==> src/sv/bitmap_page_allocator_defines.svh <==
// ----------------------------------------------------------------------------
// Bitmap page allocator assertion macros
// Shorthand for the clocked checks at the end of the top level.
// ----------------------------------------------------------------------------
`ifndef BITMAP_PAGE_ALLOCATOR_DEFINES_SVH
`define BITMAP_PAGE_ALLOCATOR_DEFINES_SVH

// condition holds in the same cycle as the trigger
`define BPA_ASSERT_SAME(lbl, trig, cond, msg) \
    lbl: assert property (@(posedge clk) disable iff (!rst_n) (trig) |-> (cond)) \
        else $error(msg);

// condition holds in the cycle after the trigger
`define BPA_ASSERT_NEXT(lbl, trig, cond, msg) \
    lbl: assert property (@(posedge clk) disable iff (!rst_n) (trig) |=> (cond)) \
        else $error(msg);

`endif

==> src/sv/bpa_pkg.sv <==
// ----------------------------------------------------------------------------
// Bitmap page allocator package
// Field widths, command codes, word types and controller/datapath signals.
// ----------------------------------------------------------------------------
package bpa_pkg;

    localparam int CMD_W   = 1;
    localparam int COUNT_W = 11;
    localparam int START_W = 10;
    localparam int PAGE_W  = 10;
    localparam int FREE_W  = 11;
    localparam int ACT_W   = 11;

    localparam logic [CMD_W-1:0]  CMD_ALLOC = 1'b0;
    localparam logic [CMD_W-1:0]  CMD_FREE  = 1'b1;

    localparam logic [ACT_W-1:0]  ACTIVE_PAGES_RST = 11'd1024;

    typedef struct packed {
        logic [CMD_W-1:0]   cmd;
        logic [COUNT_W-1:0] page_count;
        logic [START_W-1:0] start_page;
    } req_t;

    typedef struct packed {
        logic               ok;
        logic [PAGE_W-1:0]  result_page;
        logic [FREE_W-1:0]  free_count;
    } rsp_t;

    typedef struct packed {
        logic init_en;
        logic load;
        logic mod_en;
        logic scan_en;
        logic mark_en;
        logic free_en;
    } ctrl_cmd_t;

    typedef struct packed {
        logic init_last;
        logic req_free;
        logic req_trivial;
        logic mod_done;
        logic found;
        logic scan_fail;
        logic mark_last;
        logic free_end;
    } ctrl_sts_t;

endpackage

==> src/sv/bitmap_page_allocator.sv <==
// ----------------------------------------------------------------------------
// Bitmap page allocator
// Next-fit contiguous page allocator over a one-bit-per-page usage map.
// ----------------------------------------------------------------------------
// After reset the block sweeps the usage map to all-used, one page per cycle,
// holding busy high until the sweep ends. A word is taken when start is high
// and busy is low; its result appears on rsp with done high for exactly one
// cycle, and must be captured then. The usage map is a bit memory with one
// write port and one read port, read one page per cycle, which sets the
// timing. An allocate first brings the saved pointer below the active count,
// then scans at most active count + N pages for a free run of the N pages
// asked for and marks it. A free clears its run page by page, stopping early
// when the run passes the last active page. Zero-length allocates and
// allocates with an active count of zero finish without a scan.
`include "bitmap_page_allocator_defines.svh"

module bitmap_page_allocator #(
    parameter int NUM_PAGES = 1024
) (
    input  logic                      clk,
    input  logic                      rst_n,
    input  logic                      cfg_we,
    input  logic [bpa_pkg::ACT_W-1:0] cfg_wdata,
    input  logic                      start,
    input  bpa_pkg::req_t             req,
    output logic                      busy,
    output logic                      done,
    output bpa_pkg::rsp_t             rsp
);
    import bpa_pkg::*;

    ctrl_cmd_t ctl;
    ctrl_sts_t sts;

    bpa_ctrl u_ctrl (
        .clk   (clk),
        .rst_n (rst_n),
        .start (start),
        .sts   (sts),
        .ctl   (ctl),
        .busy  (busy),
        .done  (done)
    );

    bpa_datapath #(
        .NUM_PAGES (NUM_PAGES)
    ) u_datapath (
        .clk       (clk),
        .rst_n     (rst_n),
        .cfg_we    (cfg_we),
        .cfg_wdata (cfg_wdata),
        .req       (req),
        .ctl       (ctl),
        .sts       (sts),
        .rsp       (rsp)
    );

    `BPA_ASSERT_NEXT(a_done_then_idle, done, !busy, "strobe not followed by idle")
    `BPA_ASSERT_NEXT(a_accept_goes_busy, start && !busy, busy, "accepted word left idle")
    `BPA_ASSERT_SAME(a_fail_page_zero, done && !rsp.ok, rsp.result_page == '0, "page on fail")
    `BPA_ASSERT_SAME(a_scan_exclusive, sts.found, ctl.scan_en && !sts.scan_fail, "stray hit")

endmodule

==> src/sv/bpa_datapath.sv <==
// ----------------------------------------------------------------------------
// Bitmap page allocator datapath
// Usage map memory, free counter, next-fit pointer and the scan/mark/free logic.
// ----------------------------------------------------------------------------
module bpa_datapath #(
    parameter int NUM_PAGES = 1024
) (
    input  logic                      clk,
    input  logic                      rst_n,
    input  logic                      cfg_we,
    input  logic [bpa_pkg::ACT_W-1:0] cfg_wdata,
    input  bpa_pkg::req_t             req,
    input  bpa_pkg::ctrl_cmd_t        ctl,
    output bpa_pkg::ctrl_sts_t        sts,
    output bpa_pkg::rsp_t             rsp
);
    import bpa_pkg::*;

    localparam int AW = (NUM_PAGES > 1) ? $clog2(NUM_PAGES) : 1;
    localparam int CW = $clog2(NUM_PAGES + 1);
    localparam int W  = (CW > 12) ? CW : 12;
    localparam int SW = W + 1;
    localparam int PW = (AW > PAGE_W) ? AW : PAGE_W;
    localparam int FW = (CW > FREE_W) ? CW : FREE_W;

    logic                 map_mem [NUM_PAGES];
    logic                 rd_data_reg;

    logic [ACT_W-1:0]     active_pages_reg;
    logic [CW-1:0]        free_cnt_reg;
    logic [CW-1:0]        next_start_reg;
    logic [AW-1:0]        init_idx_reg;
    logic [COUNT_W-1:0]   n_reg;
    logic [COUNT_W-1:0]   cnt_reg;
    logic [CW-1:0]        base_reg;
    logic [AW-1:0]        q_reg;
    logic [AW-1:0]        eval_reg;
    logic                 rd_vld_reg;
    logic [CW-1:0]        run_reg;
    logic                 pass_reg;
    logic [W-1:0]         ptr_reg;
    logic                 ok_reg;
    logic [AW-1:0]        page_reg;

    logic [CW-1:0]        a_eff;
    logic                 eval_ok;
    logic [CW-1:0]        run_base;
    logic [CW-1:0]        run_new;
    logic                 hit;
    logic                 at_end;
    logic                 past;
    logic [SW-1:0]        hit_start;
    logic [AW-1:0]        q_next;
    logic                 free_end;
    logic                 mem_we;
    logic [AW-1:0]        mem_waddr;
    logic                 mem_wdata;
    logic [PW-1:0]        page_ext;
    logic [FW-1:0]        cnt_ext;

    // effective page count: register clamped to the map size
    always_comb
    begin
        if (W'(active_pages_reg) > W'(NUM_PAGES))
            a_eff = CW'(NUM_PAGES);
        else
            a_eff = CW'(active_pages_reg);
    end

    // scan: data of page eval_reg arrives in the cycle after its read was issued
    assign eval_ok   = ctl.scan_en && rd_vld_reg;
    assign run_base  = (eval_reg == '0) ? '0 : run_reg;
    assign run_new   = rd_data_reg ? '0 : run_base + CW'(1);
    assign hit       = eval_ok && !rd_data_reg && (W'(run_base) + W'(1) == W'(n_reg));
    assign at_end    = (W'(eval_reg) + W'(1) == W'(a_eff));
    // after the wrap, a run ending here would start at or past the base
    assign past      = pass_reg && (SW'(eval_reg) + SW'(1) >= SW'(base_reg) + SW'(n_reg));
    assign hit_start = SW'(eval_reg) + SW'(1) - SW'(n_reg);
    assign q_next    = (W'(q_reg) + W'(1) == W'(a_eff)) ? '0 : q_reg + AW'(1);
    assign free_end  = (cnt_reg == '0) || (ptr_reg >= W'(a_eff));

    always_comb
    begin
        sts.init_last   = (init_idx_reg == AW'(NUM_PAGES - 1));
        sts.req_free    = (req.cmd == CMD_FREE);
        sts.req_trivial = (req.page_count == '0) || (a_eff == '0);
        sts.mod_done    = (base_reg < a_eff);
        sts.found       = hit;
        sts.scan_fail   = eval_ok && !hit &&
                          ((at_end && ((base_reg == '0) || pass_reg)) || past);
        sts.mark_last   = (cnt_reg == COUNT_W'(1));
        sts.free_end    = free_end;
    end

    // single write port
    always_comb
    begin
        mem_we    = 1'b0;
        mem_waddr = ptr_reg[AW-1:0];
        mem_wdata = 1'b1;
        if (ctl.init_en)
        begin
            mem_we    = 1'b1;
            mem_waddr = init_idx_reg;
        end
        else if (ctl.mark_en)
        begin
            mem_we    = 1'b1;
        end
        else if (ctl.free_en && !free_end)
        begin
            mem_we    = 1'b1;
            mem_wdata = 1'b0;
        end
    end

    always_ff @(posedge clk)
    begin
        if (mem_we)
            map_mem[mem_waddr] <= mem_wdata;
        rd_data_reg <= map_mem[q_reg];
    end

    always_ff @(posedge clk or negedge rst_n)
    begin
        if (!rst_n)
        begin
            active_pages_reg <= ACTIVE_PAGES_RST;
            free_cnt_reg     <= '0;
            next_start_reg   <= '0;
            init_idx_reg     <= '0;
            rd_vld_reg       <= 1'b0;
            pass_reg         <= 1'b0;
            run_reg          <= '0;
            ok_reg           <= 1'b0;
            page_reg         <= '0;
        end
        else
        begin
            rd_vld_reg <= ctl.scan_en;
            if (cfg_we)
                active_pages_reg <= cfg_wdata;
            if (ctl.init_en)
                init_idx_reg <= init_idx_reg + AW'(1);
            if (ctl.load)
            begin
                ok_reg   <= (req.cmd == CMD_FREE);
                page_reg <= '0;
            end
            if (ctl.mod_en)
            begin
                run_reg  <= '0;
                pass_reg <= 1'b0;
            end
            if (eval_ok)
            begin
                run_reg <= run_new;
                if (at_end)
                    pass_reg <= 1'b1;
                if (hit)
                begin
                    ok_reg         <= 1'b1;
                    page_reg       <= hit_start[AW-1:0];
                    next_start_reg <= CW'(eval_reg) + CW'(1);
                end
            end
            if (ctl.mark_en && (free_cnt_reg != '0))
                free_cnt_reg <= free_cnt_reg - CW'(1);
            if (ctl.free_en)
            begin
                if (!free_end)
                begin
                    if (free_cnt_reg != CW'(NUM_PAGES))
                        free_cnt_reg <= free_cnt_reg + CW'(1);
                end
                else if (cnt_reg != '0)
                begin
                    ok_reg <= 1'b0;
                end
            end
        end
    end

    // work registers, no reset needed
    always_ff @(posedge clk)
    begin
        if (ctl.load)
        begin
            n_reg    <= req.page_count;
            cnt_reg  <= req.page_count;
            ptr_reg  <= W'(req.start_page);
            base_reg <= next_start_reg;
        end
        if (ctl.mod_en)
        begin
            if (base_reg >= a_eff)
                base_reg <= base_reg - a_eff;
            q_reg <= base_reg[AW-1:0];
        end
        if (ctl.scan_en)
        begin
            q_reg    <= q_next;
            eval_reg <= q_reg;
        end
        if (hit)
        begin
            ptr_reg <= W'(hit_start);
            cnt_reg <= n_reg;
        end
        if (ctl.mark_en || (ctl.free_en && !free_end))
        begin
            ptr_reg <= ptr_reg + W'(1);
            cnt_reg <= cnt_reg - COUNT_W'(1);
        end
    end

    assign page_ext = PW'(page_reg);
    assign cnt_ext  = FW'(free_cnt_reg);

    always_comb
    begin
        rsp.ok          = ok_reg;
        rsp.result_page = page_ext[PAGE_W-1:0];
        rsp.free_count  = cnt_ext[FREE_W-1:0];
    end

endmodule

==> src/sv/bpa_ctrl.sv <==
// ----------------------------------------------------------------------------
// Bitmap page allocator controller
// Sequences map init, pointer wrap, scan, mark and free phases.
// ----------------------------------------------------------------------------
module bpa_ctrl (
    input  logic                clk,
    input  logic                rst_n,
    input  logic                start,
    input  bpa_pkg::ctrl_sts_t  sts,
    output bpa_pkg::ctrl_cmd_t  ctl,
    output logic                busy,
    output logic                done
);
    import bpa_pkg::*;

    typedef enum logic [6:0] {
        ST_INIT = 7'b0000001,
        ST_IDLE = 7'b0000010,
        ST_MOD  = 7'b0000100,
        ST_SCAN = 7'b0001000,
        ST_MARK = 7'b0010000,
        ST_FREE = 7'b0100000,
        ST_DONE = 7'b1000000
    } state_t;

    state_t state_reg;
    state_t state_next;

    always_comb
    begin
        state_next = state_reg;
        case (state_reg)
            ST_INIT:
                if (sts.init_last)
                    state_next = ST_IDLE;
            ST_IDLE:
                if (start)
                begin
                    if (sts.req_free)
                        state_next = ST_FREE;
                    else if (sts.req_trivial)
                        state_next = ST_DONE;
                    else
                        state_next = ST_MOD;
                end
            ST_MOD:
                if (sts.mod_done)
                    state_next = ST_SCAN;
            ST_SCAN:
                if (sts.found)
                    state_next = ST_MARK;
                else if (sts.scan_fail)
                    state_next = ST_DONE;
            ST_MARK:
                if (sts.mark_last)
                    state_next = ST_DONE;
            ST_FREE:
                if (sts.free_end)
                    state_next = ST_DONE;
            ST_DONE:
                state_next = ST_IDLE;
            default:
                state_next = ST_INIT;
        endcase
    end

    always_ff @(posedge clk or negedge rst_n)
    begin
        if (!rst_n)
            state_reg <= ST_INIT;
        else
            state_reg <= state_next;
    end

    always_comb
    begin
        ctl.init_en = (state_reg == ST_INIT);
        ctl.load    = (state_reg == ST_IDLE) && start;
        ctl.mod_en  = (state_reg == ST_MOD);
        ctl.scan_en = (state_reg == ST_SCAN);
        ctl.mark_en = (state_reg == ST_MARK);
        ctl.free_en = (state_reg == ST_FREE);
    end

    assign busy = (state_reg != ST_IDLE);
    assign done = (state_reg == ST_DONE);

endmodule

==> config.mk <==
export PLATFORM = sky130hd
export DESIGN_NAME = bitmap_page_allocator
export DESIGN_NICKNAME = d
export VERILOG_FILES = /design/src/sv/bpa_pkg.sv /design/src/sv/bitmap_page_allocator.sv /design/src/sv/bpa_datapath.sv /design/src/sv/bpa_ctrl.sv
export VERILOG_INCLUDE_DIRS = /design/src /design/src/sv
export SDC_FILE = /design/constraint.sdc
export NUM_CORES = 2
export LEC_CHECK = 0
export ABC_AREA = 1
export BUFFER_PORTS_ARGS = -buffer_cell sky130_fd_sc_hd__buf_2
export CAP_MARGIN = 0
export CORE_MARGIN = 8
export CORE_UTILIZATION = 40
export DETAILED_ROUTE_END_ITERATION = 10
export PLACE_DENSITY_LB_ADDON = 0.3
export SLEW_MARGIN = 20
export SYNTH_ARGS = -nofsm -noshare
export SYNTH_HDL_FRONTEND = slang
export SYNTH_HIERARCHICAL = 1
export SYNTH_SLANG_ARGS = --single-unit
==> constraint.sdc <==
create_clock -name clk -period 35.5 [get_ports clk]
set_clock_uncertainty 0.15 [all_clocks]
set_input_delay 3.55 -clock clk [delete_from_list [all_inputs] [get_ports clk]]
set_output_delay 3.55 -clock clk [all_outputs]
set_load 0.02 [all_outputs]
-- After elaboration in Yosys (flattened, before gate mapping)
Memory sizes are Yosys's and may differ from the RTL's. A register that Yosys moved wholly into a read port is not among the register bits.
Index checks and enable logic that the tools add are counted.
- memory bits (writable): 1024
- bits of input ports: 37
- memories kept: 1
- bits in registers: 139
- logic and storage cells: 139
- memories (name ; depth ; bits a word ; rd ports ; clocked after memory_dff ; write ports ; line ; text):
    u_datapath.map_mem ; 1024 ; 1 ; 1 ; 1 ; 1 ; bpa_datapath.sv:26 ; logic map_mem [NUM_PAGES];
- reduce and logical (&&, ||, !) cells: 30
- $lt $le $gt $ge: 5
- add/subtract/negate cells: 15
- muxes and demuxes: 52
- eq/ne operators: 20
- operators with widths (cell ; count):
    $mux 11 ; 15
    $mux 10 ; 7
    $mux 7 ; 9
    $pmux 7 s7 ; 1
    $add 10x1->11 const B ; 4
    $logic_not 11->1 ; 4
    $eq 12x11->1 ; 3
    $mux 12 ; 3
    $add 11x1->11 const B ; 2
    $reduce_bool 11->1 ; 2
    $sub 11x1->11 const B ; 2
    $add 10x1->10 const B ; 2
    $mux 1 ; 17
    $ge 13x13->1 ; 1
    $add 11x1->12 const B ; 1
    $add 11x11->12 ; 1
    $add 12x1->12 const B ; 1
    $ge 12x11->1 ; 1
    $sub 12x11->12 ; 1
    $eq 11x1->1 const B ; 1
    $ge 11x11->1 ; 1
    $gt 11x11->1 const B ; 1
    $lt 11x11->1 ; 1
    $ne 11x11->1 const B ; 1
    other kinds (21) ; 40

-- Longest topological paths before layout
- depth in word-level cells: 11
- gate-level depth with buffers: 25

-- Modules after synthesis
Netlist, hierarchy kept.
- by module, submodules not included (module ; cells each ; sequential area each (µm²) ; area each (µm²) ; times used):
    bpa_datapath ; 5764 ; 34289.1 ; 55164.2 ; 1
    bpa_ctrl ; 87 ; 176.4 ; 564.3 ; 1

-- Least setup slack after synthesis
No wires, ideal clock.
- kind: register to register
- start point: register u_datapath.active_pages_reg[5]
- end point: memory u_datapath.map_mem[0] (data pin)
- stages on the path, launching flop included: 15
- setup time: 5174 ps
- slack: 15919 ps
- arrival: 14257 ps
- clock period less this slack: 19581 ps
- buffers on the path: 1
- cells stage by stage: dfrtp_1 inv_1 nand4_1 nor3_1 nand3_1 nand2_1 buf_2 nand2_1 ha_1 a21oi_1 o21ai_0 nand3_1 nand4_1 nor2_1 nand3_1
- cells in the longest elaborated chain, start to end: 9
- ends and longest elaborated chain (element ; line ; text):
    from (decl) ; bpa_datapath.sv:29 ; logic [ACT_W-1:0] active_pages_reg;
    from (signal assigned) ; bpa_datapath.sv:142 ; active_pages_reg <= cfg_wdata;
    $gt 11x11->1 ; bpa_datapath.sv:64 ; if (W'(active_pages_reg) > W'(NUM_PAGES))
    $mux 11 * ; bpa_datapath.sv:64 ;
    $ge 12x11->1 * ; bpa_datapath.sv:80 ; assign free_end = (cnt_reg == '0) || (ptr_reg >= W'(a_eff));
    $logic_or 1x1->1 * ; bpa_datapath.sv:80 ;
    $logic_not 1->1 * ; bpa_datapath.sv:110 ; else if (ctl.free_en && !free_end)
    $logic_and 1x1->1 * ; bpa_datapath.sv:110 ;
    $mux 1 * ; bpa_datapath.sv:110 ;
    $mux 1 * ; bpa_datapath.sv:106 ; else if (ctl.mark_en)
    $mux 1 * ; bpa_datapath.sv:101 ; if (ctl.init_en)
    via u_datapath.mem_wdata ; bpa_datapath.sv:57 ; logic mem_wdata;
    to (decl) ; bpa_datapath.sv:26 ;
The timed path passes the listed nets; every way through them passes the cells marked *.

-- Worst setup path in the final report
- start point: register u_datapath.active_pages_reg[5]
- end point: memory u_datapath.map_mem[362] (enable)
- cells in the longest elaborated chain, start to end: 11
- ends and longest elaborated chain (element ; line ; text):
    $gt 11x11->1 ; bpa_datapath.sv:64 ;
    $mux 11 * ; bpa_datapath.sv:64 ;
    $ge 12x11->1 * ; bpa_datapath.sv:80 ;
    $logic_or 1x1->1 * ; bpa_datapath.sv:80 ;
    $logic_not 1->1 * ; bpa_datapath.sv:110 ;
    $logic_and 1x1->1 * ; bpa_datapath.sv:110 ;
    $mux 1 * ; bpa_datapath.sv:110 ;
    $mux 1 * ; bpa_datapath.sv:106 ;
    $mux 1 * ; bpa_datapath.sv:101 ;
    $mux 1 * ; bpa_datapath.sv:119 ; if (mem_we)
    $mux 1 (implied by the code) * ; bpa_datapath.sv:120 ; map_mem[mem_waddr] <= mem_wdata;
Every way passes the cells marked *; elsewhere a longest branch is shown, timed or not.

==> results.ini <==
[outcome]
result_of_the_run = finished, final reports clean

[routing]
detail-route-antenna-nets = 0
via_per_inst = 5.551
route.detailed.drc = 0
wl_per_cell_um = 21.50
routed_wl_um = 163200
drt-pass1-iter-count = 6
detailroute.via_count = 42130
initialDrtViolationCount = 4612

[floorplanning]
fp.dieW_um = 389.3
die-area_um2 = 151500
boundaryPins = 61
effective_utilization_at_floorplan = 0.4014
design.core.area_um2 = 138800
rows = 137
die-height_um = 389.3

[timing]
finalWorstPathRequiredPeriod_ps = 5734
period_share = 0.1615
tns_ps = 0
slew_headroom = 0.1679
hold_viol_final = 0
achievable_clock_frequency_mhz = 174.4
worst-slew-pin-transition_ps = 1243
setup_slack_ps = 29770
setup_violations = 0
final-max-slew-violation-count = 0
rsz0062_at_grt = false

[global_route]
antenna_violations_before_repair = 7
grt_max_degree = 206
gr-usage-all-layers = 0.2076
grt_pass1_vias = 39470
globalRouteOverflowTotal = 0
first_pass_grt_wire_length_um = 243900

[cells_and_area]
post_route_cells_drive_above_1_share = 0.07526
final_non_filler_cell_total = 7589
layout-area-overhead-vs-synth_pct = 10.22
nFillCells = 13310
largest_register_ffs = 1024
number_of_nets_in_the_finished_design = 5780

[placement]
dp.cells = 7347
gp_congestion = 0.8886
detailed_place_hpwl_um = 89210
place_ws_ps = 29440
port_buffers = 60

[synthesis]
syn-mean-instance-area_um2 = 9.525
async_reset_ff_frac = 0.06357
ys_warn_count = 6
synth-edff-count = 1078
synth_top_flop_cell = sky130_fd_sc_hd__edfxtp_1
synth.lib_cells_used.distinct = 57
netlist_instances = 5851
ys_ff_latch = 1164
syn-num-nets = 5957
netlist_area_um2 = 55730
synth_seq_area_share = 0.6185

[clock_network]
clk_pin_slew_ps = 60
tritoncts = yes
post-cts-setup-buffer-count = 0
cts_max_level = 4
cts_buffer_depth = 3
ctsResizeCount = 0
worstSkewPairLatency_ps = 750
postCtsHoldBufs = 0
tritoncts.num_buffers = 131
cts.sink_count = 1164
clock_tree.root_cell = sky130_fd_sc_hd__clkbuf_16

[pwr]
share_clk_of_total_power = 0.470
seq_power_share = 0.521
net_switching_power_w = 0.0005814
leakage_nw = 23.87
powerDensity_nw_per_um2 = 46.24
pwr-share-comb = 0.009
max-vdd-ir-drop_uv = 47.07
p_int_w = 0.002259
design_power_total_w = 0.002840
swShare = 0.2047

[worst_setup_path]
timing.critical_path.from_type = register
worst-endpoint-required_ps = 35790
cp_max_fo = 35
critical_path.endpoint_type = register
worst_ep_arrival_time_ps = 6030
setup.worst_path.class = register to register

[worst_hold_path]
hold_class = register to register

[job]
max_cap_violations = 0

[kinds of logic (layout without fill, tap and decap cells)]
group                      count (synthesis)  after routing  synth area share
and+or+nand+nor                         2914           2914            0.2112
xor gates and xnor gates                  80             80           0.01257
other                                      0              2                 0
muxes                                      6              6          0.001190
adders and majority gates                 69             69           0.01590
AOI/OAI and AO/OA                        918            918           0.08945
buffers and inverters                    700            629           0.05128
DFF                                     1164           1164            0.6185
[cell type report]
type | instances | area (um2) | area share
diodes | 2 | 5.005 | 0.00008148
clock buffers | 163 | 3420 | 0.05567
clock inverters | 76 | 793.3 | 0.01291
inverters | 257 | 982.2 | 0.01599
multi-input cells | 3987 | 18550 | 0.3020
flip-flops and latches | 1164 | 34470 | 0.5611
well taps | 1807 | 2261 | 0.03681
repair buffers | 133 | 948.4 | 0.01544
[cells in the final DEF, fill, tap and decap left out, types with 12 or more instances in the layout]
cell | netlist | routed
sky130_fd_sc_hd__clkbuf_1 | 293 | 31
sky130_fd_sc_hd__xor2_1 | 61 | 61
sky130_fd_sc_hd__buf_4 | 12 | 64
sky130_fd_sc_hd__dfxtp_1 | 12 | 12
sky130_fd_sc_hd__nand2_1 | 829 | 790
sky130_fd_sc_hd__nand2_2 | 9 | 47
sky130_fd_sc_hd__nor3_1 | 26 | 26
sky130_fd_sc_hd__edfxtp_1 | 1078 | 1078
sky130_fd_sc_hd__nand4_1 | 28 | 28
sky130_fd_sc_hd__inv_2 | 13 | 13
sky130_fd_sc_hd__o22ai_1 | 241 | 241
sky130_fd_sc_hd__a21oi_1 | 85 | 85
sky130_fd_sc_hd__dfrtp_1 | 72 | 72
sky130_fd_sc_hd__o21ai_0 | 556 | 556
sky130_fd_sc_hd__xnor2_1 | 19 | 19
sky130_fd_sc_hd__clkbuf_16 | 0 | 132
sky130_fd_sc_hd__nand3_1 | 322 | 317
sky130_fd_sc_hd__ha_1 | 66 | 66
sky130_fd_sc_hd__nor2_1 | 1652 | 1650
sky130_fd_sc_hd__inv_1 | 241 | 239
sky130_fd_sc_hd__buf_2 | 108 | 59
sky130_fd_sc_hd__clkinv_2 | 0 | 19
sky130_fd_sc_hd__clkinv_1 | 3 | 31
[metal layers]
| layer | vias to the layer above | track usage | part of all wire |
|---|---|---|---|
| li1 | 19470 | - | - |
| met1 | 20690 | 0.2737 | 0.41 |
| met2 | 1649 | 0.3402 | 0.47 |
| met3 | 315 | 0.03406 | 0.078 |
| met4 | 0 | 0.08786 | 0.041 |
| met5 | - | 0 | 0 |
[synthesized netlist by cell type, types with 2 or more instances]
cell	n	area, um2
sky130_fd_sc_hd__and3_1	2	12.51
sky130_fd_sc_hd__clkinv_1	3	11.26
sky130_fd_sc_hd__nand4_1	28	175.2
sky130_fd_sc_hd__a21boi_0	2	15.01
sky130_fd_sc_hd__xor2_1	61	534.3
sky130_fd_sc_hd__buf_4	12	90.09
sky130_fd_sc_hd__a21o_1	4	30.03
sky130_fd_sc_hd__inv_2	13	48.80
sky130_fd_sc_hd__dfxtp_1	12	240.2
sky130_fd_sc_hd__nor4_1	7	43.79
sky130_fd_sc_hd__nor2_2	8	50.05
sky130_fd_sc_hd__o21ai_2	8	70.07
sky130_fd_sc_hd__nor2_1	1652	6201
sky130_fd_sc_hd__clkbuf_1	293	1100
sky130_fd_sc_hd__o21ai_0	556	2783
sky130_fd_sc_hd__nor2_8	2	40.04
sky130_fd_sc_hd__nand2_4	3	33.78
sky130_fd_sc_hd__o21ai_1	8	40.04
sky130_fd_sc_hd__inv_1	241	904.6
sky130_fd_sc_hd__edfxtp_1	1078	32370
sky130_fd_sc_hd__dfrtp_1	72	1802
sky130_fd_sc_hd__dfstp_2	2	52.55
sky130_fd_sc_hd__mux2_2	5	56.30
sky130_fd_sc_hd__or2_2	3	18.77
sky130_fd_sc_hd__ha_1	66	825.8
sky130_fd_sc_hd__nand3_2	3	30.03
sky130_fd_sc_hd__nand3_4	4	70.07
sky130_fd_sc_hd__nor3_1	26	130.1
sky130_fd_sc_hd__xnor2_1	19	166.4
sky130_fd_sc_hd__o21bai_1	4	30.03
sky130_fd_sc_hd__buf_2	108	540.5
sky130_fd_sc_hd__nand2_2	9	56.30
sky130_fd_sc_hd__a21oi_1	85	425.4
sky130_fd_sc_hd__nand3_1	322	1612
sky130_fd_sc_hd__buf_1	23	86.33
sky130_fd_sc_hd__nor2_4	10	112.6
sky130_fd_sc_hd__o22ai_1	241	1508
sky130_fd_sc_hd__buf_6	5	56.30
sky130_fd_sc_hd__o21a_1	3	22.52
sky130_fd_sc_hd__fa_1	3	60.06
sky130_fd_sc_hd__nand2_1	829	3112
[power groups by stage]
stage	clock network (W)	registers [W]	logic, W
finish	0.00134	0.00148	0.0000246
CTS	0.00136	0.00148	0.0000246
global placement	0	0.00151	0.0000245
floorplan	0	0.00151	0.0000151
detailed placement	0	0.00151	0.0000245
global route	0.00141	0.00148	0.0000278
[worst paths after layout]
check,depth (start not counted),from,end,slack [ps]
min in group asynchronous,1,rst_n,u_datapath/page_ext[9],2690
worst max register to register,17,u_datapath/active_pages_reg[5],u_datapath/map_mem[362],29770
worst max-delay path,17,u_datapath/active_pages_reg[5],u_datapath/map_mem[362],29770
worst min-delay path,2,u_datapath/next_start_reg[10],u_datapath/next_start_reg[10],340
worst min register to register,2,u_datapath/next_start_reg[10],u_datapath/next_start_reg[10],340
max in group asynchronous,1,rst_n,u_datapath/active_pages_reg[3],31980
[through the flow]
| step | util | hold WS (ps) | area, um2 |
|---|---|---|---|
| CTS | 0.4418 | 339.1 | 61350 |
| floorplan | - | 270.6 | 55730 |
| detailed placement | 0.4115 | 322.5 | 57130 |
| finish | 0.4424 | 340.2 | 61430 |
| global placement | 0.4114 | 312.5 | 57110 |
| global route | 0.4424 | 360.6 | 61420 |
[critical path, cell delays in order (launching register included)]
cell and delay (ps):
sky130_fd_sc_hd__dfrtp_1 370, sky130_fd_sc_hd__inv_1 80, sky130_fd_sc_hd__nand4_1 120, sky130_fd_sc_hd__nor3_1 140
sky130_fd_sc_hd__nand3_1 160, sky130_fd_sc_hd__nand2_1 320, sky130_fd_sc_hd__nand2_1 250, sky130_fd_sc_hd__ha_1 360
sky130_fd_sc_hd__a21oi_1 160, sky130_fd_sc_hd__o21ai_0 100, sky130_fd_sc_hd__nand3_1 80, sky130_fd_sc_hd__nand4_1 120
sky130_fd_sc_hd__nor2_1 290, sky130_fd_sc_hd__nand2_1 250, sky130_fd_sc_hd__nand2_2 820, sky130_fd_sc_hd__nand4_1 850
sky130_fd_sc_hd__buf_4 550, sky130_fd_sc_hd__nor2_1 190
(Power assumes the default switching activity.)
